[src/design/dlc_pkg.sv]
// Shared constants for the door lock controller: field widths, register
// indexes and reset values, reply, motor, action and menu codes.
// No dependencies.
`default_nettype none

package dlc_pkg;

   // Default sizes
   localparam int DLC_PASS_LEN   = 5;
   localparam int DLC_TICK_WIDTH = 16;

   // Configuration port
   localparam int CSR_DATA_W  = 16;
   localparam int CSR_INDEX_W = 2;
   localparam int ATTEMPT_W   = 3;

   localparam logic [CSR_INDEX_W-1:0] CSR_UNLOCK_TICKS = 2'd0;
   localparam logic [CSR_INDEX_W-1:0] CSR_HOLD_TICKS   = 2'd1;
   localparam logic [CSR_INDEX_W-1:0] CSR_ALARM_TICKS  = 2'd2;
   localparam logic [CSR_INDEX_W-1:0] CSR_MAX_ATTEMPTS = 2'd3;

   localparam logic [CSR_DATA_W-1:0] UNLOCK_TICKS_RST = 16'd2;
   localparam logic [CSR_DATA_W-1:0] HOLD_TICKS_RST   = 16'd1;
   localparam logic [CSR_DATA_W-1:0] ALARM_TICKS_RST  = 16'd8;
   localparam logic [ATTEMPT_W-1:0]  MAX_ATTEMPTS_RST = 3'd3;

   // Input actions
   localparam logic [1:0] ACT_NEW_PAIR = 2'd0;
   localparam logic [1:0] ACT_ATTEMPT  = 2'd1;
   localparam logic [1:0] ACT_CHOICE   = 2'd2;
   localparam logic [1:0] ACT_TICK     = 2'd3;

   // Replies
   localparam logic [1:0] REPLY_NONE    = 2'd0;
   localparam logic [1:0] REPLY_CONFIRM = 2'd1;
   localparam logic [1:0] REPLY_WRONG   = 2'd2;
   localparam logic [1:0] REPLY_REPEAT  = 2'd3;

   // Motor drive
   localparam logic [1:0] MOTOR_STOP = 2'd0;
   localparam logic [1:0] MOTOR_CW   = 2'd1;
   localparam logic [1:0] MOTOR_CCW  = 2'd2;

   // Menu bytes
   localparam logic [7:0] CHOICE_OPEN   = 8'h2B;  // '+'
   localparam logic [7:0] CHOICE_CHANGE = 8'h2D;  // '-'

endpackage

`default_nettype wire

[src/design/password_door_lock_controller.sv]
// Door lock controller: the result is registered, valid in the cycle after
// the input transfer. Throughput one item per cycle; the result register
// drains as the next item is taken; the input stalls only while a result is stalled.
// Synchronous active-high reset: setup mode, door idle, alarm off,
// failure count zero, registers at 2, 1, 8 and 3 ticks/attempts.
// Depends on dlc_pkg.
`default_nettype none

module password_door_lock_controller
   import dlc_pkg::*;
#(
   parameter int PASS_LEN   = DLC_PASS_LEN,
   parameter int TICK_WIDTH = DLC_TICK_WIDTH
) (
   input  wire logic                     clock,
   input  wire logic                     reset,
   // configuration
   input  wire logic                     csr_write,
   input  wire logic [CSR_INDEX_W-1:0]   csr_index,
   input  wire logic [CSR_DATA_W-1:0]    csr_wdata,
   // request channel
   input  wire logic                     req_valid,
   output      logic                     req_stall,
   input  wire logic [1:0]               req_action,
   input  wire logic [8*PASS_LEN-1:0]    req_entry_code,
   input  wire logic [8*PASS_LEN-1:0]    req_confirm_code,
   input  wire logic [7:0]               req_choice,
   // response channel
   output      logic                     rsp_valid,
   input  wire logic                     rsp_stall,
   output      logic [1:0]               rsp_reply,
   output      logic [1:0]               rsp_motor_drive,
   output      logic                     rsp_alarm_on,
   output      logic [1:0]               rsp_lock_mode
);

   localparam int CODE_W = 8 * PASS_LEN;

   typedef enum logic [1:0] {
      MODE_SETUP  = 2'd0,
      MODE_NORMAL = 2'd1,
      MODE_AWAIT  = 2'd2
   } mode_type;

   typedef enum logic [1:0] {
      PH_IDLE  = 2'd0,
      PH_OPEN  = 2'd1,
      PH_HOLD  = 2'd2,
      PH_CLOSE = 2'd3
   } phase_type;

   // Configuration registers
   logic [CSR_DATA_W-1:0] unlock_ticks_ff;
   logic [CSR_DATA_W-1:0] hold_ticks_ff;
   logic [CSR_DATA_W-1:0] alarm_ticks_ff;
   logic [ATTEMPT_W-1:0]  max_attempts_ff;

   // Lock state
   mode_type              mode_ff, mode_in;
   logic [CODE_W-1:0]     stored_code_ff, stored_code_in;
   logic [ATTEMPT_W-1:0]  fail_count_ff, fail_count_in;
   phase_type             phase_ff, phase_in;
   logic [TICK_WIDTH-1:0] door_timer_ff, door_timer_in;
   logic                  alarm_ff, alarm_in;
   logic [TICK_WIDTH-1:0] alarm_timer_ff, alarm_timer_in;

   // Result register
   logic                  rsp_valid_ff;
   logic [1:0]            reply_ff, reply_in;
   logic [1:0]            motor_ff, motor_in;
   logic                  buzzer_ff;
   logic [1:0]            lock_mode_ff;

   logic                  req_take;
   logic [ATTEMPT_W-1:0]  limit;
   logic [ATTEMPT_W-1:0]  fail_next;
   logic [TICK_WIDTH-1:0] door_dec;
   logic [TICK_WIDTH-1:0] alarm_dec;
   logic [TICK_WIDTH-1:0] unlock_load;
   logic [TICK_WIDTH-1:0] hold_load;
   logic [TICK_WIDTH-1:0] alarm_load;
   logic [CSR_DATA_W+TICK_WIDTH-1:0] unlock_ext;
   logic [CSR_DATA_W+TICK_WIDTH-1:0] hold_ext;
   logic [CSR_DATA_W+TICK_WIDTH-1:0] alarm_ext;

   // Take a new item unless a held result is still stalled
   assign req_take  = req_valid && !req_stall;
   assign req_stall = rsp_valid_ff && rsp_stall;

   assign rsp_valid       = rsp_valid_ff;
   assign rsp_reply       = reply_ff;
   assign rsp_motor_drive = motor_ff;
   assign rsp_alarm_on    = buzzer_ff;
   assign rsp_lock_mode   = lock_mode_ff;

   // Fit tick registers to the timer width; a zero count loads as one
   assign unlock_ext  = {{TICK_WIDTH{1'b0}}, unlock_ticks_ff};
   assign hold_ext    = {{TICK_WIDTH{1'b0}}, hold_ticks_ff};
   assign alarm_ext   = {{TICK_WIDTH{1'b0}}, alarm_ticks_ff};
   assign unlock_load = (unlock_ext[TICK_WIDTH-1:0] == '0) ? TICK_WIDTH'(1)
                                                          : unlock_ext[TICK_WIDTH-1:0];
   assign hold_load   = (hold_ext[TICK_WIDTH-1:0] == '0) ? TICK_WIDTH'(1)
                                                        : hold_ext[TICK_WIDTH-1:0];
   assign alarm_load  = (alarm_ext[TICK_WIDTH-1:0] == '0) ? TICK_WIDTH'(1)
                                                         : alarm_ext[TICK_WIDTH-1:0];

   assign limit     = (max_attempts_ff == '0) ? ATTEMPT_W'(1) : max_attempts_ff;
   assign fail_next = fail_count_ff + ATTEMPT_W'(1);
   assign door_dec  = door_timer_ff - TICK_WIDTH'(door_timer_ff != '0);
   assign alarm_dec = alarm_timer_ff - TICK_WIDTH'(alarm_timer_ff != '0);

   // Next state and reply for the item at the input
   always_comb begin
      mode_in        = mode_ff;
      stored_code_in = stored_code_ff;
      fail_count_in  = fail_count_ff;
      phase_in       = phase_ff;
      door_timer_in  = door_timer_ff;
      alarm_in       = alarm_ff;
      alarm_timer_in = alarm_timer_ff;
      reply_in       = REPLY_NONE;

      unique case (req_action)
         ACT_NEW_PAIR: begin
            if (mode_ff == MODE_SETUP) begin
               if (req_entry_code == req_confirm_code) begin
                  stored_code_in = req_entry_code;
                  mode_in        = MODE_NORMAL;
                  reply_in       = REPLY_CONFIRM;
               end else begin
                  reply_in = REPLY_WRONG;
               end
            end
         end
         ACT_ATTEMPT: begin
            if (mode_ff == MODE_NORMAL) begin
               if (req_entry_code == stored_code_ff) begin
                  reply_in      = REPLY_CONFIRM;
                  fail_count_in = '0;
                  mode_in       = MODE_AWAIT;
               end else if (fail_next >= limit || fail_next == '0) begin
                  // lockout: sound the buzzer and restart the count
                  reply_in       = REPLY_WRONG;
                  alarm_in       = 1'b1;
                  alarm_timer_in = alarm_load;
                  fail_count_in  = '0;
               end else begin
                  reply_in      = REPLY_REPEAT;
                  fail_count_in = fail_next;
               end
            end
         end
         ACT_CHOICE: begin
            if (mode_ff == MODE_AWAIT) begin
               if (req_choice == CHOICE_OPEN) begin
                  phase_in      = PH_OPEN;
                  door_timer_in = unlock_load;
                  mode_in       = MODE_NORMAL;
               end else if (req_choice == CHOICE_CHANGE) begin
                  mode_in = MODE_SETUP;
               end else begin
                  mode_in = MODE_NORMAL;
               end
            end
         end
         ACT_TICK: begin
            // advance the door sequence
            if (phase_ff != PH_IDLE) begin
               door_timer_in = door_dec;
               if (door_dec == '0) begin
                  unique case (phase_ff)
                     PH_OPEN: begin
                        phase_in      = PH_HOLD;
                        door_timer_in = hold_load;
                     end
                     PH_HOLD: begin
                        phase_in      = PH_CLOSE;
                        door_timer_in = unlock_load;
                     end
                     default: phase_in = PH_IDLE;
                  endcase
               end
            end
            // count down the alarm
            if (alarm_ff) begin
               alarm_timer_in = alarm_dec;
               if (alarm_dec == '0) begin
                  alarm_in = 1'b0;
               end
            end
         end
         default: ;
      endcase
   end

   // Motor follows the door phase after the item
   always_comb begin
      unique case (phase_in)
         PH_OPEN:  motor_in = MOTOR_CW;
         PH_CLOSE: motor_in = MOTOR_CCW;
         default:  motor_in = MOTOR_STOP;
      endcase
   end

   // Hold state, configuration and the result register
   always_ff @(posedge clock) begin
      if (reset) begin
         unlock_ticks_ff <= UNLOCK_TICKS_RST;
         hold_ticks_ff   <= HOLD_TICKS_RST;
         alarm_ticks_ff  <= ALARM_TICKS_RST;
         max_attempts_ff <= MAX_ATTEMPTS_RST;
         mode_ff         <= MODE_SETUP;
         fail_count_ff   <= '0;
         phase_ff        <= PH_IDLE;
         door_timer_ff   <= '0;
         alarm_ff        <= 1'b0;
         alarm_timer_ff  <= '0;
         rsp_valid_ff    <= 1'b0;
      end else begin
         if (csr_write) begin
            unique case (csr_index)
               CSR_UNLOCK_TICKS: unlock_ticks_ff <= csr_wdata;
               CSR_HOLD_TICKS:   hold_ticks_ff   <= csr_wdata;
               CSR_ALARM_TICKS:  alarm_ticks_ff  <= csr_wdata;
               CSR_MAX_ATTEMPTS: max_attempts_ff <= csr_wdata[ATTEMPT_W-1:0];
               default: ;
            endcase
         end

         if (req_take) begin
            mode_ff        <= mode_in;
            stored_code_ff <= stored_code_in;
            fail_count_ff  <= fail_count_in;
            phase_ff       <= phase_in;
            door_timer_ff  <= door_timer_in;
            alarm_ff       <= alarm_in;
            alarm_timer_ff <= alarm_timer_in;
            reply_ff       <= reply_in;
            motor_ff       <= motor_in;
            buzzer_ff      <= alarm_in;
            lock_mode_ff   <= mode_in;
            rsp_valid_ff   <= 1'b1;
         end else if (!rsp_stall) begin
            // drop the result once it has been taken
            rsp_valid_ff <= 1'b0;
         end
      end
   end

endmodule

`default_nettype wire
[config.mk]
export PLATFORM = sky130hd
export DESIGN_NAME = password_door_lock_controller
export DESIGN_NICKNAME = d
export VERILOG_FILES = /design/src/design/dlc_pkg.sv /design/src/design/password_door_lock_controller.sv
export SDC_FILE = /design/constraint.sdc
export NUM_CORES = 1
export LEC_CHECK = 0
export BUFFER_PORTS_ARGS = -buffer_cell sky130_fd_sc_hd__buf_4
export CAP_MARGIN = 40
export CORE_ASPECT_RATIO = 0.7
export CORE_MARGIN = 3
export CORE_UTILIZATION = 35
export DETAILED_ROUTE_END_ITERATION = 16
export REMOVE_ABC_BUFFERS = 1
export SLEW_MARGIN = 20
export SYNTH_ARGS = -nofsm -noshare
export SYNTH_HDL_FRONTEND = slang
export SYNTH_SLANG_ARGS = --single-unit
[constraint.sdc]
create_clock -name clock -period 3.9 [get_ports clock]
set_input_delay 0.585 -clock clock [delete_from_list [all_inputs] [get_ports clock]]
set_output_delay 0.585 -clock clock [all_outputs]
set_load 0.01 [all_outputs]
==> After elaboration in Yosys (flattened, before gate mapping) <==
Cells that the tools add are included.
{ "totals": {"regBits": 139, "input_bits": 113, "output_inout_bits": 9, "elab_cells": 119} }
{ "classes": {"addsub": 3, "order_cmp": 1, "n_eq_ne": 24, "mux": 46, "bitwise_logic": 1, "reduce_logical": 28} }
{ "op_table": {"columns": ["op", "n"], "rows": [
  ["16-bit two-way mux", 11],
  ["16-bit case mux with 2 select lines", 3],
  ["40-bit equality test", 2],
  ["16-bit logical NOT", 5],
  ["16-bit nonzero test", 2],
  ["16-bit by 1-bit subtractor with 16-bit output", 2],
  ["2-bit two-way mux", 13],
  ["8-bit by 6-bit equality test with 1-bit output, second input constant", 2],
  ["2-bit case mux with 2 select lines", 4],
  ["2-bit equality test, second input constant", 7],
  ["2-bit != test, second input constant", 7],
  ["2-bit by 1-bit equality test with 1-bit output, second input constant", 5],
  ["1-bit two-way mux", 10],
  ["2-bit AND reduction", 5],
  ["5-bit AND reduction", 2],
  ["3-bit two-way mux", 3],
  ["2-bit logical NOT", 3],
  ["3-bit logical NOT", 2],
  ["2-bit case mux with 3 select lines", 1],
  ["6-bit AND reduction", 1],
  ["2-bit nonzero test", 3],
  ["3-bit by 1-bit adder with 3-bit output, second input constant", 1],
  ["3-bit >= comparator", 1],
  ["3-bit AND reduction", 1],
  ["other kinds (6)", 7]
]} }

==> Logic depth before layout (Yosys ltp) <==
{ "logic_depth": {"depth_word": 8, "ltp_mapped": 16, "depth_no_buf": 13} }

==> Worst setup path before layout <==
OpenSTA, ideal clock, no wires.
{ "synth_timing": {"path_type": "input-to-reg", "from": "input req_entry_code[38]", "to": "register stored_code_ff[0], enable pin", "setup_time_ps": 437, "arrival_time_ps": 3277, "required_ps": 3463, "setup_slack_ps": 186, "path_stages": 6, "path_buffers": 0, "path_cell_list": "xor2_1 > nor4_1 > nand4_1 > nor4_1 > nand2_1 > nor2_1"} }
{ "synth_between": {"elab_chain_cells": 2} }
{ "synth_rtl": {"columns": ["item", "line_no", "rtl"], "rows": [
  ["start: declaration", "password_door_lock_controller.sv:25", "input wire logic [8*PASS_LEN-1:0] req_entry_code,"],
  ["40-bit equality test", "password_door_lock_controller.sv:126", "if (req_entry_code == req_confirm_code) begin"],
  ["5-bit AND reduction (no source line)", null, null],
  ["end signal: assignment", "password_door_lock_controller.sv:232", "stored_code_ff <= stored_code_in;"],
  ["end: declaration", "password_door_lock_controller.sv:60", "logic [CODE_W-1:0] stored_code_ff, stored_code_in;"]
]} }
No other way between the ends.
A chain may end at the register's enable or synchronous reset.

==> Final worst setup path <==
{ "layout_timing": {"from": "register door_timer_ff[13]", "to": "register motor_ff[1] (netlist: rsp_motor_drive[1]), data pin"} }
{ "layout_between": {"elab_chain_cells": 8, "word_cells_on_any_way": 9, "cone_classes": "1 x add/sub; 2 x eq/ne; 4 x mux; 2 x reduce/logical"} }
{ "layout_rtl": {"columns": ["item", "line_no", "rtl"], "rows": [
  ["start: declaration", "password_door_lock_controller.sv:63", "logic [TICK_WIDTH-1:0] door_timer_ff, door_timer_in;"],
  ["start signal: assignment", "password_door_lock_controller.sv:235", "door_timer_ff <= door_timer_in;"],
  ["16-bit nonzero test", "password_door_lock_controller.sv:109", "assign door_dec = door_timer_ff - TICK_WIDTH'(door_timer_ff != '0);"],
  ["16-bit by 1-bit subtractor with 16-bit output (*)", "password_door_lock_controller.sv:109", null],
  ["16-bit logical NOT (*)", "password_door_lock_controller.sv:170", "if (door_dec == '0) begin"],
  ["2-bit two-way mux (*)", "password_door_lock_controller.sv:170", null],
  ["2-bit two-way mux (*)", "password_door_lock_controller.sv:168", "if (phase_ff != PH_IDLE) begin"],
  ["2-bit case mux with 2 select lines (*)", "password_door_lock_controller.sv:123", "unique case (req_action)"],
  ["2-bit equality test or 2-bit by 1-bit equality test with 1-bit output (tied branches)", "password_door_lock_controller.sv:198", "unique case (phase_in)"],
  ["2-bit case mux with 2 select lines (*)", "password_door_lock_controller.sv:198", null],
  ["via motor_in[1]", "password_door_lock_controller.sv:70", "logic [1:0] motor_ff, motor_in;"],
  ["end signal: assignment", "password_door_lock_controller.sv:239", "motor_ff <= motor_in;"],
  ["end: declaration", "password_door_lock_controller.sv:70", null]
]} }
Mark *: on every way through the listed nets, which the timed path passes. The rest lies on a longest branch.

==> out/metrics.yaml <==
first_global_vias: 6248
timing.final.max_slew_violations: 0
largest_family_of_logic_cells_by_synthesized_area: "simple AND/OR/NAND/NOR gates"
critPathKind: "flop to flop"
layout.nets: 1109
worst_hold_slack_ps: 360.3
bufs_on_longest_clock_path: 2
place_ws_ps: 244.6
post_synth_xor_area_fraction_pct: 10.70
antenna_violations_before_repair: 0
postRouteAntennaNets: 0
synthSimpleGateAreaFrac_pct: 22.39
gr-total-overflow: 0
start_util_pct: 36.40
finalCriticalPeriod_ps: 3730
maxClockFrequency_mhz: 268.1
design.core.area_um2: 21140
synth-edff-count: 47
dieWidth_um: 183.2
hold_viol_final: 0
critPathArrivalTime_ps: 3910
yosys.area.top_type: "sky130_fd_sc_hd__dfxtp_1"
synth_ff_type: "sky130_fd_sc_hd__dfxtp_1"
drt_first_pass_iters: 5
rsz0062_at_grt: "no"
post_cts.resized_instances: 0
final_critical_path_setup_slack_ps: 170.4
synth-compound-area-share_pct: 17.77
critical_path_required_ps: 4080
worst_setup_path_end_kind: "flop"
crit_fanout: 9
port_buffers: 121
n_antenna_cell: 0
drtIter0Drc: 765
cts-buffers-inserted: 17
post_detailed_placement_half_perimeter_wirelength_mm: 17.55
max-vdd-ir-drop_mv: 0.3302
final.setup.tns_ps: 0
hold_buffers: 0
layout_common_cells: "sky130_fd_sc_hd__buf_4, sky130_fd_sc_hd__nand2_1, sky130_fd_sc_hd__dfxtp_1"
max_slew.worst_pin.slew_ps: 730.1
gp_routability_congestion: 0.9111
die_y_um: 130.1
setup-violations-final: 0
synth_to_final_area_change_pct: 23.80
grt_first_pass_wirelength_mm: 36.23
hold_path_depth: 1
status: "finished, final reports clean"
htreeDepth: 4
stdcell_area_um2: 9527
holdCritPathClass: "input pin to flop"
synth_warnings: 0
synthesis.instances: 870
instance_area_at_placement_um2: 8950
detail_route.wirelength_mm: 23.27
slew_headroom_pct: 50.89
syn_area_um2: 7695
period_share_pct: 95.63
postSynthRegisterBits: 139
routed_wirelength_normalized_by_instance_count_um: 18.29
vias: 6959
post_cts_setup_buffer_count: 0
synth-adder-area-share_pct: 2.114
tritoncts_clock_tree: "yes"
worst_clock_skew_ps: 13.34
netlist.area_leader.share_pct: 23.93
drv.max_cap_violation_count: 0
synth_area_leaders: "sky130_fd_sc_hd__dfxtp_1, sky130_fd_sc_hd__edfxtp_1, sky130_fd_sc_hd__xor2_1"
element_type_at_the_critical_path_start: "flop"
floorplan.die_area_um2: 23830
async_reset_ff_share_pct: 0
final_common_cell: "sky130_fd_sc_hd__buf_4"
num_rows: 44
cts-root-buf: "sky130_fd_sc_hd__clkbuf_16"
route.detailed.vias_per_inst: 5.471
power.static_leakage_nw: 3.522
drc: 0
clkTransAtPathRegs_ps: 70
clk_latency_ps: 430
pin_count_of_the_biggest_net_entering_global_routing: 47
pwr_density_cell_nw_per_um2: 361.7
synth_cell_type_count: 79
syn_area_per_cell_um2: 8.845
multiplexer_area_fraction_after_synthesis_pct: 0.5366
worst_r2r_path_depth: 11
cts_sinks: 139
drive_above_1_share_pct: 20.78
seq_area_frac_synth_pct: 42.28
groute.usage.overall_pct: 19.48
top_ports: 122
==> area by class of cell <==
cell class	count	area, um^2
multi-input cells	653	4129
fillers	2127	11610
well taps	276	345.3
clock inverters	13	123.9
inverters	27	101.3
flip-flops and latches	139	3253
clock buffers	19	452.9
repair buffers	145	1121
==> per-layer routing <==
layer | routed length (um) | track usage, % | vias to the layer above
li1 | - | - | 3400
met1 | 12670 | 32.54 | 3259
met2 | 8502 | 24.30 | 280
met3 | 1839 | 4.096 | 20
met4 | 257 | 4.924 | 0
met5 | 0 | 0 | -
==> state kept, by name, indices dropped and copies added (netlist names), 3 cells and up <==
| register | flops |
|---|---|
| unlock_ticks_ff | 16 |
| door_timer_ff | 16 |
| fail_count_ff | 3 |
| hold_ticks_ff | 16 |
| max_attempts_ff | 3 |
| alarm_ticks_ff | 16 |
| alarm_timer_ff | 16 |
| stored_code_ff | 40 |
==> cell usage after synthesis, types with 3 or more instances <==
| cell type | instances |
|---|---|
| sky130_fd_sc_hd__nor3b_1 | 5 |
| sky130_fd_sc_hd__o32ai_1 | 7 |
| sky130_fd_sc_hd__nand4_1 | 12 |
| sky130_fd_sc_hd__o21a_1 | 7 |
| sky130_fd_sc_hd__xor2_1 | 66 |
| sky130_fd_sc_hd__and3_1 | 3 |
| sky130_fd_sc_hd__or3_1 | 3 |
| sky130_fd_sc_hd__nand3_1 | 22 |
| sky130_fd_sc_hd__edfxtp_1 | 47 |
| sky130_fd_sc_hd__o21ai_0 | 41 |
| sky130_fd_sc_hd__nor4_1 | 35 |
| sky130_fd_sc_hd__a21boi_0 | 4 |
| sky130_fd_sc_hd__nand2_1 | 123 |
| sky130_fd_sc_hd__dfxtp_1 | 92 |
| sky130_fd_sc_hd__or4_1 | 6 |
| sky130_fd_sc_hd__nor4b_1 | 5 |
| sky130_fd_sc_hd__mux2i_1 | 3 |
| sky130_fd_sc_hd__a221oi_1 | 3 |
| sky130_fd_sc_hd__a21oi_1 | 86 |
| sky130_fd_sc_hd__buf_2 | 7 |
| sky130_fd_sc_hd__nor4_4 | 3 |
| sky130_fd_sc_hd__o211ai_1 | 5 |
| sky130_fd_sc_hd__nor2_1 | 49 |
| sky130_fd_sc_hd__a22oi_1 | 5 |
| sky130_fd_sc_hd__clkbuf_1 | 39 |
| sky130_fd_sc_hd__nand2b_1 | 7 |
| sky130_fd_sc_hd__a211oi_1 | 4 |
| sky130_fd_sc_hd__nand3b_1 | 5 |
| sky130_fd_sc_hd__o221a_2 | 3 |
| sky130_fd_sc_hd__nor3_1 | 22 |
| sky130_fd_sc_hd__xnor2_1 | 28 |
| sky130_fd_sc_hd__ha_1 | 13 |
| sky130_fd_sc_hd__or2_2 | 4 |
| sky130_fd_sc_hd__inv_1 | 27 |
| sky130_fd_sc_hd__nor4_2 | 3 |
| sky130_fd_sc_hd__a31oi_1 | 9 |
| sky130_fd_sc_hd__and2_1 | 5 |
| sky130_fd_sc_hd__o22ai_1 | 8 |
==> per-stage QoR <==
stage / power (W) / utilization, % / cells
global route: 0.003564 / 45.06 / 1272
global placement: 0.001882 / 42.17 / 1238
floorplan: 0.001684 / - / 819
finish: 0.003446 / 45.06 / 1272
CTS: 0.003470 / 45.06 / 1272
detailed placement: 0.001887 / 42.34 / 1240
==> worst max-delay path, cell delays in order, from the launching register on <==
cell                      delay [ps]
sky130_fd_sc_hd__dfxtp_1         380
sky130_fd_sc_hd__or4_1           570
sky130_fd_sc_hd__nor4_1          310
sky130_fd_sc_hd__nand2_1          90
sky130_fd_sc_hd__ha_1            250
sky130_fd_sc_hd__ha_1            280
sky130_fd_sc_hd__o32ai_1         300
sky130_fd_sc_hd__nand3_1         110
sky130_fd_sc_hd__a21o_1          370
sky130_fd_sc_hd__nor4_2          540
sky130_fd_sc_hd__a31oi_1         170
sky130_fd_sc_hd__o211a_1         140
==> final timing paths <==
check,from,end,slack [ps]
min reg2reg,unlock_ticks_ff[0]$_SDFFE_PP0P_,unlock_ticks_ff[0]$_SDFFE_PP0P_,460
max reg2reg,door_timer_ff[13]$_SDFFE_PP0P_,rsp_motor_drive[1]$_DFFE_PP_,170
max,door_timer_ff[13]$_SDFFE_PP0P_,rsp_motor_drive[1]$_DFFE_PP_,170
min,req_entry_code[33],stored_code_ff[33]$_DFFE_PP_,360
==> power by group <==
part           switching [W]  total [W]  internal (W)  leakage, nW
Clock               0.000713    0.00159      0.000874        0.278
Sequential         0.0000206    0.00154       0.00152         1.17
Combinational       0.000172   0.000321      0.000149         2.07
Total               0.000905    0.00345       0.00254         3.52
==> kinds of logic (layout without fill, tap and decap cells) <==
group	after synthesis	after routing
XOR/XNOR	94	94
buffers and inverters	78	204
AO/OA/AOI/OAI	214	214
adder cells (fa/ha/maj)	13	13
multiplexers	4	4
flip-flops	139	139
AND/OR/NAND/NOR	328	328
Power figures use the tool's default switching activity.
